`config.mk`:
```
export PLATFORM = sky130hd
export DESIGN_NAME = button_debounce_action_queue
export DESIGN_NICKNAME = d
export VERILOG_FILES = /design/src/hdl/bdaq_pkg.sv /design/src/hdl/button_debounce_action_queue.sv
export SDC_FILE = /design/constraint.sdc
export NUM_CORES = 2
export LEC_CHECK = 0
export ABC_AREA = 1
export BUFFER_PORTS_ARGS = -buffer_cell sky130_fd_sc_hd__buf_2
export CAP_MARGIN = 10
export CORE_ASPECT_RATIO = 0.8
export CORE_UTILIZATION = 39
export DETAILED_ROUTE_END_ITERATION = 8
export HOLD_SLACK_MARGIN = 0.12
export PLACE_DENSITY = 0.59
export SLEW_MARGIN = 20
export SYNTH_ARGS = -nofsm -noshare
export SYNTH_HDL_FRONTEND = slang
export SYNTH_SLANG_ARGS = --single-unit
```
`constraint.sdc`:
```
create_clock -name clk -period 17.3 [get_ports clk]
set_input_delay 2.595 -clock clk [delete_from_list [all_inputs] [get_ports clk]]
set_output_delay 2.595 -clock clk [all_outputs]
set_load 0.1 [all_outputs]
```
`src/hdl/bdaq_pkg.sv`:
```
// Package for the button debounce action queue: payload structs, action,
// command and system state codes, register indexes and the hold-time compare.
// No dependencies.
package bdaq_pkg;

	// default queue depth for the top level parameter
	localparam int QUEUE_DEPTH_DEF = 8;

	localparam int NUM_BTN  = 9;
	localparam int NUM_PAIR = 3;
	localparam int TIME_W   = 63;
	localparam int REG_W    = 32;
	localparam int REG_IDX_W = 2;

	// debouncer slots
	localparam int BTN_VOICE = 0;
	localparam int BTN_PAIR  = 1;
	localparam int BTN_BOOT  = 2;
	localparam int BTN_EXPR  = 3;
	localparam int BTN_VUP   = 4;
	localparam int BTN_VDN   = 5;
	localparam int BTN_NEXT  = 6;
	localparam int BTN_PREV  = 7;
	localparam int BTN_TOUCH = 8;

	// configuration register indexes
	localparam logic [REG_IDX_W-1:0] REG_DEBOUNCE  = 2'd0;
	localparam logic [REG_IDX_W-1:0] REG_DISCOVERY = 2'd1;
	localparam logic [REG_IDX_W-1:0] REG_CONFIRM   = 2'd2;

	// register reset values
	localparam logic [REG_W-1:0] DEBOUNCE_RST  = 32'd30000;
	localparam logic [REG_W-1:0] DISCOVERY_RST = 32'd3000000;
	localparam logic [REG_W-1:0] CONFIRM_RST   = 32'd1500000;

	typedef enum logic [0:0] {
		CMD_TICK = 1'b0,
		CMD_POP  = 1'b1
	} command_t;

	typedef enum logic [1:0] {
		ST_IDLE      = 2'd0,
		ST_RECORDING = 2'd1,
		ST_ARMED     = 2'd2,
		ST_OTHER     = 2'd3
	} sys_state_t;

	typedef enum logic [3:0] {
		ACT_NONE        = 4'd0,
		ACT_VOICE_START = 4'd1,
		ACT_VOICE_STOP  = 4'd2,
		ACT_DISCOVERY   = 4'd3,
		ACT_CONFIRM     = 4'd4,
		ACT_EXPRESSION  = 4'd5,
		ACT_TOUCH       = 4'd6,
		ACT_VOL_UP      = 4'd7,
		ACT_VOL_DOWN    = 4'd8,
		ACT_NEXT        = 4'd9,
		ACT_PREV        = 4'd10
	} action_t;

	typedef struct packed {
		command_t            command;
		logic                voice_level;
		logic                pair_level;
		logic                boot_level;
		logic                expression_level;
		logic                volume_up_level;
		logic                volume_down_level;
		logic                next_track_level;
		logic                prev_track_level;
		logic                touch_level;
		logic [TIME_W-1:0]   sample_time_us;
		sys_state_t          system_state;
	} in_item_t;

	typedef struct packed {
		action_t    action;
		logic [3:0] pending_count;
	} out_item_t;

	// true when now - t_ref >= thr, with now below t_ref counting as negative
	function automatic logic elapsed(logic [TIME_W-1:0] now, logic [TIME_W-1:0] t_ref,
			logic [REG_W-1:0] thr);
		logic [TIME_W:0] limit;
		limit = {1'b0, t_ref} + {{(TIME_W + 1 - REG_W){1'b0}}, thr};
		return {1'b0, now} >= limit;
	endfunction

endpackage

```
`src/hdl/button_debounce_action_queue.sv`:
```
// Top level of the button debounce action queue: input register, debounce and
// action policy, shift-down action queue and output register.
// Depends on bdaq_pkg.
//
// Usage: one input channel (in_valid / in_stall / in_data) carries items that
// are either a sample tick with nine raw button levels, a timestamp and the
// system state, or a pop command. Every item gives exactly one result on the
// output channel (out_valid / out_stall / out_data): a tick reports action
// none and the queue count after its pushes, a pop reports the oldest queued
// action (none when empty) and the count left.
// A result passes the input and output registers; one item is taken every
// cycle while in_stall is low. All debouncers, hold timers and up to six
// queue pushes of a tick are resolved in the single stage between the input
// register and the output register, each debouncer with one 64-bit add and
// compare. When the receiver stalls, the result holds in the output register;
// an empty input register takes one more item, after which in_stall rises.
// Reset clears all button state, the queue count and both pipeline stages,
// and loads the three timing registers with their defaults. The user writes
// registers through cfg_we / cfg_index / cfg_data only while no item is in
// flight; the block does not enforce it. An index beyond the list is ignored.
module button_debounce_action_queue #(
	parameter int QUEUE_DEPTH = bdaq_pkg::QUEUE_DEPTH_DEF
) (
	input  logic                              clk,
	input  logic                              arst_n,
	input  logic                              cfg_we,
	input  logic [bdaq_pkg::REG_IDX_W-1:0]    cfg_index,
	input  logic [bdaq_pkg::REG_W-1:0]        cfg_data,
	input  logic                              in_valid,
	output logic                              in_stall,
	input  bdaq_pkg::in_item_t                in_data,
	output logic                              out_valid,
	input  logic                              out_stall,
	output bdaq_pkg::out_item_t               out_data
);
	import bdaq_pkg::*;

	localparam int CW = $clog2(QUEUE_DEPTH + 1);
	localparam int PW = $clog2(QUEUE_DEPTH + 7);
	localparam int NPUSH = 6;

	// configuration registers
	logic [REG_W-1:0] debounce_q, discovery_q, confirm_q;

	// pipeline registers
	logic      s1_valid_q;
	in_item_t  s1_data_s1;
	logic      out_valid_q;
	out_item_t out_data_q;

	// button state
	logic [NUM_BTN-1:0]               raw_q, raw_d;
	logic [NUM_BTN-1:0]               stable_q, stable_d;
	logic [NUM_BTN-1:0][TIME_W-1:0]   change_time_q, change_time_d;
	logic [NUM_PAIR-1:0][TIME_W-1:0]  press_start_q, press_start_d;
	logic [NUM_PAIR-1:0]              hold_done_q, hold_done_d;
	logic [NUM_PAIR-1:0]              released_q, released_d;
	logic                             prev_armed_q, prev_armed_d;
	logic                             rel_req_q, rel_req_d;

	// action queue, head at entry 0
	action_t         fifo_q [QUEUE_DEPTH];
	action_t         fifo_d [QUEUE_DEPTH];
	logic [CW-1:0]   count_q, count_d;

	logic      advance, commit;
	out_item_t result;

	assign advance   = !out_valid_q || !out_stall;
	assign commit    = s1_valid_q && advance;
	assign in_stall  = s1_valid_q && !advance;
	assign out_valid = out_valid_q;
	assign out_data  = out_data_q;

	// configuration writes
	always_ff @(posedge clk or negedge arst_n) begin
		if (!arst_n) begin
			debounce_q  <= DEBOUNCE_RST;
			discovery_q <= DISCOVERY_RST;
			confirm_q   <= CONFIRM_RST;
		end else if (cfg_we) begin
			case (cfg_index)
				REG_DEBOUNCE:  debounce_q  <= cfg_data;
				REG_DISCOVERY: discovery_q <= cfg_data;
				REG_CONFIRM:   confirm_q   <= cfg_data;
				default: ;
			endcase
		end
	end

	// input register
	always_ff @(posedge clk or negedge arst_n) begin
		if (!arst_n) begin
			s1_valid_q <= 1'b0;
		end else if (!in_stall) begin
			s1_valid_q <= in_valid;
		end
	end

	always_ff @(posedge clk) begin
		if (in_valid && !in_stall) begin
			s1_data_s1 <= in_data;
		end
	end

	// debounce, action policy and queue update
	always_comb begin
		logic [NUM_BTN-1:0]           lv;
		logic [NUM_BTN-1:0]           flip;
		logic [NUM_BTN-1:0]           pressed;
		logic [NUM_PAIR-1:0]          hold_t, rel_t, fire;
		logic [NUM_PAIR-1:0]          el_disc, el_conf, start_now;
		logic                         deb_ok, changed, raw_pair, stab_pair, armed, any_fire;
		logic [NPUSH-1:0]             push_v;
		action_t                      push_a [NPUSH];
		logic [PW-1:0]                pos [NPUSH];
		logic [PW-1:0]                total;
		logic [7:0]                   cnt_ext;
		logic [TIME_W-1:0]            now;
		sys_state_t                   st;

		now = s1_data_s1.sample_time_us;
		st  = s1_data_s1.system_state;
		lv[BTN_VOICE] = s1_data_s1.voice_level;
		lv[BTN_PAIR]  = s1_data_s1.pair_level;
		lv[BTN_BOOT]  = s1_data_s1.boot_level;
		lv[BTN_EXPR]  = s1_data_s1.expression_level;
		lv[BTN_VUP]   = s1_data_s1.volume_up_level;
		lv[BTN_VDN]   = s1_data_s1.volume_down_level;
		lv[BTN_NEXT]  = s1_data_s1.next_track_level;
		lv[BTN_PREV]  = s1_data_s1.prev_track_level;
		lv[BTN_TOUCH] = s1_data_s1.touch_level;

		// hold current state by default
		raw_d         = raw_q;
		stable_d      = stable_q;
		change_time_d = change_time_q;
		press_start_d = press_start_q;
		hold_done_d   = hold_done_q;
		released_d    = released_q;
		prev_armed_d  = prev_armed_q;
		rel_req_d     = rel_req_q;
		count_d       = count_q;
		for (int k = 0; k < QUEUE_DEPTH; k++) begin
			fifo_d[k] = fifo_q[k];
		end
		result.action        = ACT_NONE;
		result.pending_count = '0;

		// per-button debouncers; a fresh change passes only with zero debounce time
		for (int i = 0; i < NUM_BTN; i++) begin
			changed = lv[i] != raw_q[i];
			raw_d[i] = lv[i];
			if (changed) begin
				change_time_d[i] = now;
			end
			deb_ok = changed ? (debounce_q == '0) : elapsed(now, change_time_q[i], debounce_q);
			flip[i] = (stable_q[i] != lv[i]) && deb_ok;
			if (flip[i]) begin
				stable_d[i] = lv[i];
			end
			pressed[i] = flip[i] && lv[i];
		end

		// pairing button hold timers
		for (int j = 0; j < NUM_PAIR; j++) begin
			start_now[j] = flip[j + 1] && lv[j + 1];
			hold_t[j] = flip[j + 1] ? 1'b0 : hold_done_q[j];
			rel_t[j]  = flip[j + 1] ? 1'b1 : released_q[j];
			if (start_now[j]) begin
				press_start_d[j] = now;
			end
			el_disc[j] = start_now[j] ? (discovery_q == '0)
				: elapsed(now, press_start_q[j], discovery_q);
			el_conf[j] = start_now[j] ? (confirm_q == '0)
				: elapsed(now, press_start_q[j], confirm_q);
		end

		// release needed when arming began with a pairing button down
		raw_pair  = lv[BTN_PAIR] || lv[BTN_BOOT] || lv[BTN_EXPR];
		stab_pair = |stable_d[BTN_EXPR:BTN_PAIR];
		armed     = st == ST_ARMED;
		if (armed && !prev_armed_q) begin
			rel_req_d = raw_pair || stab_pair;
		end else if (!armed && prev_armed_q) begin
			rel_req_d = 1'b0;
		end
		if (!raw_pair && !stab_pair) begin
			rel_req_d = 1'b0;
		end

		for (int j = 0; j < NUM_PAIR; j++) begin
			fire[j] = stable_d[j + 1] && !hold_t[j] && rel_t[j] &&
				((st == ST_IDLE && el_disc[j]) ||
				(st == ST_ARMED && !rel_req_d && el_conf[j]));
		end
		any_fire = |fire;
		for (int j = 0; j < NUM_PAIR; j++) begin
			if (any_fire && stable_d[j + 1]) begin
				hold_done_d[j] = 1'b1;
				released_d[j]  = 1'b0;
			end else begin
				hold_done_d[j] = hold_t[j];
				released_d[j]  = rel_t[j];
			end
		end

		// candidate pushes in queue order
		push_v[0] = pressed[BTN_VOICE] && (st == ST_IDLE || st == ST_RECORDING);
		push_a[0] = (st == ST_IDLE) ? ACT_VOICE_START : ACT_VOICE_STOP;
		push_v[1] = any_fire;
		push_a[1] = (st == ST_IDLE) ? ACT_DISCOVERY : ACT_CONFIRM;
		push_v[2] = pressed[BTN_EXPR] && st == ST_IDLE;
		push_a[2] = ACT_EXPRESSION;
		push_v[3] = pressed[BTN_TOUCH] && st == ST_IDLE;
		push_a[3] = ACT_TOUCH;
		push_v[4] = pressed[BTN_VUP] ^ pressed[BTN_VDN];
		push_a[4] = pressed[BTN_VUP] ? ACT_VOL_UP : ACT_VOL_DOWN;
		push_v[5] = pressed[BTN_NEXT] ^ pressed[BTN_PREV];
		push_a[5] = pressed[BTN_NEXT] ? ACT_NEXT : ACT_PREV;

		// slot of each push behind the current tail
		total = PW'(count_q);
		for (int j = 0; j < NPUSH; j++) begin
			pos[j] = total;
			total  = total + PW'(push_v[j]);
		end

		if (s1_data_s1.command == CMD_POP) begin
			// pop: restore button state, shift the queue down one entry
			raw_d         = raw_q;
			stable_d      = stable_q;
			change_time_d = change_time_q;
			press_start_d = press_start_q;
			hold_done_d   = hold_done_q;
			released_d    = released_q;
			rel_req_d     = rel_req_q;
			if (count_q != '0) begin
				result.action = fifo_q[0];
				for (int k = 0; k < QUEUE_DEPTH - 1; k++) begin
					fifo_d[k] = fifo_q[k + 1];
				end
				count_d = CW'(count_q - 1'b1);
			end
		end else begin
			// tick: drop pushes that fall past the last entry
			for (int k = 0; k < QUEUE_DEPTH; k++) begin
				for (int j = 0; j < NPUSH; j++) begin
					if (push_v[j] && pos[j] == PW'(k)) begin
						fifo_d[k] = push_a[j];
					end
				end
			end
			count_d = (total > PW'(QUEUE_DEPTH)) ? CW'(QUEUE_DEPTH) : CW'(total);
			prev_armed_d = armed;
		end

		cnt_ext = 8'(count_d);
		result.pending_count = cnt_ext[3:0];
	end

	// state registers
	always_ff @(posedge clk or negedge arst_n) begin
		if (!arst_n) begin
			raw_q         <= '0;
			stable_q      <= '0;
			change_time_q <= '0;
			press_start_q <= '0;
			hold_done_q   <= '0;
			released_q    <= '0;
			prev_armed_q  <= 1'b0;
			rel_req_q     <= 1'b0;
			count_q       <= '0;
		end else if (commit) begin
			raw_q         <= raw_d;
			stable_q      <= stable_d;
			change_time_q <= change_time_d;
			press_start_q <= press_start_d;
			hold_done_q   <= hold_done_d;
			released_q    <= released_d;
			prev_armed_q  <= prev_armed_d;
			rel_req_q     <= rel_req_d;
			count_q       <= count_d;
		end
	end

	// queue storage
	always_ff @(posedge clk) begin
		if (commit) begin
			for (int k = 0; k < QUEUE_DEPTH; k++) begin
				fifo_q[k] <= fifo_d[k];
			end
		end
	end

	// output register
	always_ff @(posedge clk or negedge arst_n) begin
		if (!arst_n) begin
			out_valid_q <= 1'b0;
		end else if (advance) begin
			out_valid_q <= s1_valid_q;
		end
	end

	always_ff @(posedge clk) begin
		if (commit) begin
			out_data_q <= result;
		end
	end

`ifndef SYNTHESIS
	// queue count stays within the depth
	a_count_range: assert property (@(posedge clk) disable iff (!arst_n)
		count_q <= CW'(QUEUE_DEPTH))
		else $error("queue count above depth");

	// a pop on an empty queue reports no action
	a_pop_empty: assert property (@(posedge clk) disable iff (!arst_n)
		commit && s1_data_s1.command == CMD_POP && count_q == '0
		|=> out_data_q.action == ACT_NONE)
		else $error("pop on empty queue returned an action");

	// a tick never shrinks the queue
	a_tick_grows: assert property (@(posedge clk) disable iff (!arst_n)
		commit && s1_data_s1.command == CMD_TICK |=> count_q >= $past(count_q))
		else $error("tick reduced queue count");

	// a fired hold and a set released flag never coexist for one button
	a_hold_flags: assert property (@(posedge clk) disable iff (!arst_n)
		(hold_done_q & released_q) == '0)
		else $error("hold done and released both set");

	// a result only enters the output register when it is free or draining
	a_no_overwrite: assert property (@(posedge clk) disable iff (!arst_n)
		out_valid_q && out_stall |=> out_valid_q && $stable(out_data_q))
		else $error("stalled result overwritten");
`endif

endmodule

```
==> results.md <==
- Final Net Count: ~14,000
- Final routed DRC violation total: 0
- Synth cell count leaders: 2,865 x nand2_1, 1,449 x ha_1, 1,132 x o21ai_0
- Crit start category: register
- Fin crit period: slightly below 10 ns
- CTS sink cnt: between 900 and 1,000
- Worst setup path class: register to register
- Syn_nets: 13,900
- Min-Delay Endpoint: out_valid$_DFFE_PN0N_
- Crit path top cell by count: nand2_1
- Sequential share of the synthesized area: between 20 and 30%
- Max incr delay on CP: 0.50 ns
- Reg2Reg Depth: between 50 and 60
- DP Area: ~0.098 mm²
- First-pass DRT Iterations: 6
- Leakage power: around 0.048 µW
- Setup ws final: 7.51 ns
- Tcrit/Tclk final: 56.6%
- Die width: ~550 µm
- Slew @ Worst Pin: roughly 1.2 ns
- P&R area growth vs syn: 9.58%
- Xor-xnor portion of the synthesized cell area: 8.80%
- Initial core utilization: a little under 40%
- Syn_area_per_cell: ~7.6 µm²
- Cell Area, Synth: 0.0934 mm²
- First-pass GRT wire length: 495 mm
- Die Ht: about 440 µm
- Htree depth: 3
- Reg2reg setup slack: between 7 and 8 ns
- CTS Buf Count: around 120
- Max Freq: just over 0.1 GHz
- Family with the most delay on the worst path: simple AND/OR/NAND/NOR gates
- Clk_lat worst skew: 0.81 ns
- Final setup fails: 0
- Root buffer cell: clkbuf_16
- Total gr overflow: 0
- Share of cells above drive strength 1: ~6.3%
- Post-Synth Adder-Cell Area: between 10% and 20%
- CTS Hold Bufs: 0
- Ys flop type: dfrtp_1
- Hold Path Cell Cnt: 2
- Longest Clk Path Bufs: 3
- CP required: around 18 ns
- Post-synthesis simple-gate area fraction: about 22%
- Setup TNS: 0 ns
- Rows: 160
- Status: finished clean
- Fill count: roughly 24,000
- Final instance area: 0.102 mm²
- Crit path capture type: register
- Final Max Tran Viols: 0
- Worst EP arrival: about 10 ns
- Vias per cell: 5.48
- Mapped Cells: between 10,000 and 15,000
- Pre-CTS setup slack: between 7 and 8 ns
- Area leader, netlist: dfrtp_1
- Via count: 86,200
- Mux contribution to synthesized area: 0%
- Count leader, synth: nand2_1
- Final wirelength: 332 mm
- Fin cells: around 16,000
- Ranking of synthesized cells by area: dfrtp_1 23%, ha_1 19%, nand2_1 12%
- Dpl cells: ~16,000
- Hold violation count in the final report: 0
- Avg WL per Cell: between 20 and 25 µm
- RSZ-0062 raised after global routing: false
- Worst Path Max Fanout: 18
- Max Cap Violations: 0
- Number of global-route vias before repair: 81,000
- Main combinational cell family by area after synthesis: simple AND/OR/NAND/NOR gates
- Placer Congestion: about 1
- Synth Area in Compound Gates: approximately 16%
- Core Area: ~0.24 mm²
- Post-route ant nets: 0
- Critical path's slowest cell: fa_1
- Share of the synthesized area in the top cell type: a little under a quarter
- Max VDD drop: approximately 0.094 mV
- Top Ports: around 120
- First-iteration detailed-routing DRC count: 8,830
- Synth Register Bits: approximately 1,000
- Die area: ~0.24 mm²
- GRT Util Overall: 27.1%
- Number of port buffers: around 120
- WP depth: 53
- YS warnings: 0
- # Post-CTS Setup Buffers: 0
- Largest net degree at the start of global routing: approximately 170
- Final Power: 18,200 µW
- Initial antenna violation count: 21
- CTS resizes: 0
- Slew margin rel.: approximately 17%
- Post-synth cell types: slightly above 80
- Worst r2r src: debounce_q[1]$_DFFE_PN0P_
- CTS tree: done
- Async SR Flop Fraction: roughly 88%
- Hold Path Class: register to register
- DP HPWL: between 200 and 300 mm
- R2r endpoint: fifo_q[1][13]$_DFFE_PP_
- Clk_skew: between 0.06 and 0.07 ns
- Clock Pin Slew Worst Setup and Hold Paths: roughly 0.060 ns
- PD cells: 178 mW/mm²
- Hold Path Origin: s1_valid_q$_DFFE_PN0N_
- CP Buf/Inv Count: 7
- Post-synth EDFFs: between 100 and 150
==> through the flow <==
| stage | util, % | hold WS, ns |
|---|---|---|
| final | 43.0 | 0.458 |
| after floorplan | - | 0.434 |
| after global placement | 41.2 | 0.441 |
| after CTS | 43.0 | 0.459 |
| after global routing | 43.0 | 0.499 |
| after detailed placement | 41.2 | 0.446 |
==> state kept, by name, summed over array words and instances, names as in the netlist, 8 cells and up <==
signal         count
debounce_q        32
press_start_q    189
raw_q              9
s1_data_s1        75
out_data           8
stable_q           9
fifo_q            32
change_time_q    567
discovery_q       32
confirm_q         32
==> how the worst max path moves through the flow <==
stage | startpoint | end | slack (ns)
after floorplan | debounce_q[1]$_DFFE_PN0P_ | fifo_q[1][12]$_DFFE_PP_ | 8.99
final | debounce_q[1]$_DFFE_PN0P_ | fifo_q[1][13]$_DFFE_PP_ | 7.51
after global routing | debounce_q[1]$_DFFE_PN0P_ | fifo_q[1][13]$_DFFE_PP_ | 6.67
after CTS | debounce_q[0]$_DFFE_PN0P_ | fifo_q[1][13]$_DFFE_PP_ | 7.53
after detailed placement | debounce_q[0]$_DFFE_PN0P_ | fifo_q[1][12]$_DFFE_PP_ | 7.55
after global placement | debounce_q[0]$_DFFE_PN0P_ | fifo_q[1][13]$_DFFE_PP_ | 7.63
==> cells by family after synthesis <==
kind of cell	count (synthesis)
adders and majority gates	1465
and+or+nand+nor	4890
buffers and inverters	1400
AOI/OAI and AO/OA	2682
DFF	999
xor gates and xnor gates	933
==> worst min-delay path, cell delays in order, from the launching register on <==
cell     delay (ns)
dfrtp_1        0.32
inv_1          0.05
nand2_1        0.06
==> power by group <==
| group | switching, µW | internal, µW | total, µW |
|---|---|---|---|
| Clock | 1120 | 1620 | 2740 |
| Sequential | 1100 | 3330 | 4430 |
| Combinational | 6650 | 4350 | 11000 |
==> cell usage in the layout, fill, tap and decap left out, types with 58 or more instances in the layout <==
cell type,Yosys,layout
a21o_1,106,106
a21oi_1,938,938
a31oi_1,76,76
buf_2,17,122
buf_4,0,138
clkbuf_16,0,123
dfrtp_1,857,857
edfxtp_1,115,115
ha_1,1449,1449
inv_1,1082,1079
nand2_1,2865,2853
nand3_1,356,353
nand4_1,229,229
nor2_1,885,884
nor3_1,270,270
nor4_1,88,88
o21a_1,58,58
o21ai_0,1132,1132
xnor2_1,379,379
xor2_1,548,548
==> layout make-up <==
class | count | area, µm² | area share [%]
tap | 3159 | 3950 | 3.86
inverter | 1118 | 4200 | 4.10
antenna | 5 | 12.5 | 0.0122
clock inverter | 57 | 733 | 0.717
clock buffer | 168 | 3510 | 3.43
sequential | 999 | 25600 | 25.0
multi-input combinational | 9970 | 62600 | 61.2
timing repair buffer | 265 | 1720 | 1.68
==> routing by layer <==
| metal | part of all wire (%) | up-vias | global-route usage [%] |
|---|---|---|---|
| li1 | - | 42400 | - |
| met4 | 3.0 | 4 | 7.55 |
| met2 | 40 | 2907 | 39.0 |
| met1 | 48 | 40500 | 40.9 |
| met5 | 0.0081 | - | 0 |
| met3 | 8.8 | 405 | 4.49 |
No activity file was read; power rests on OpenSTA's default activity.
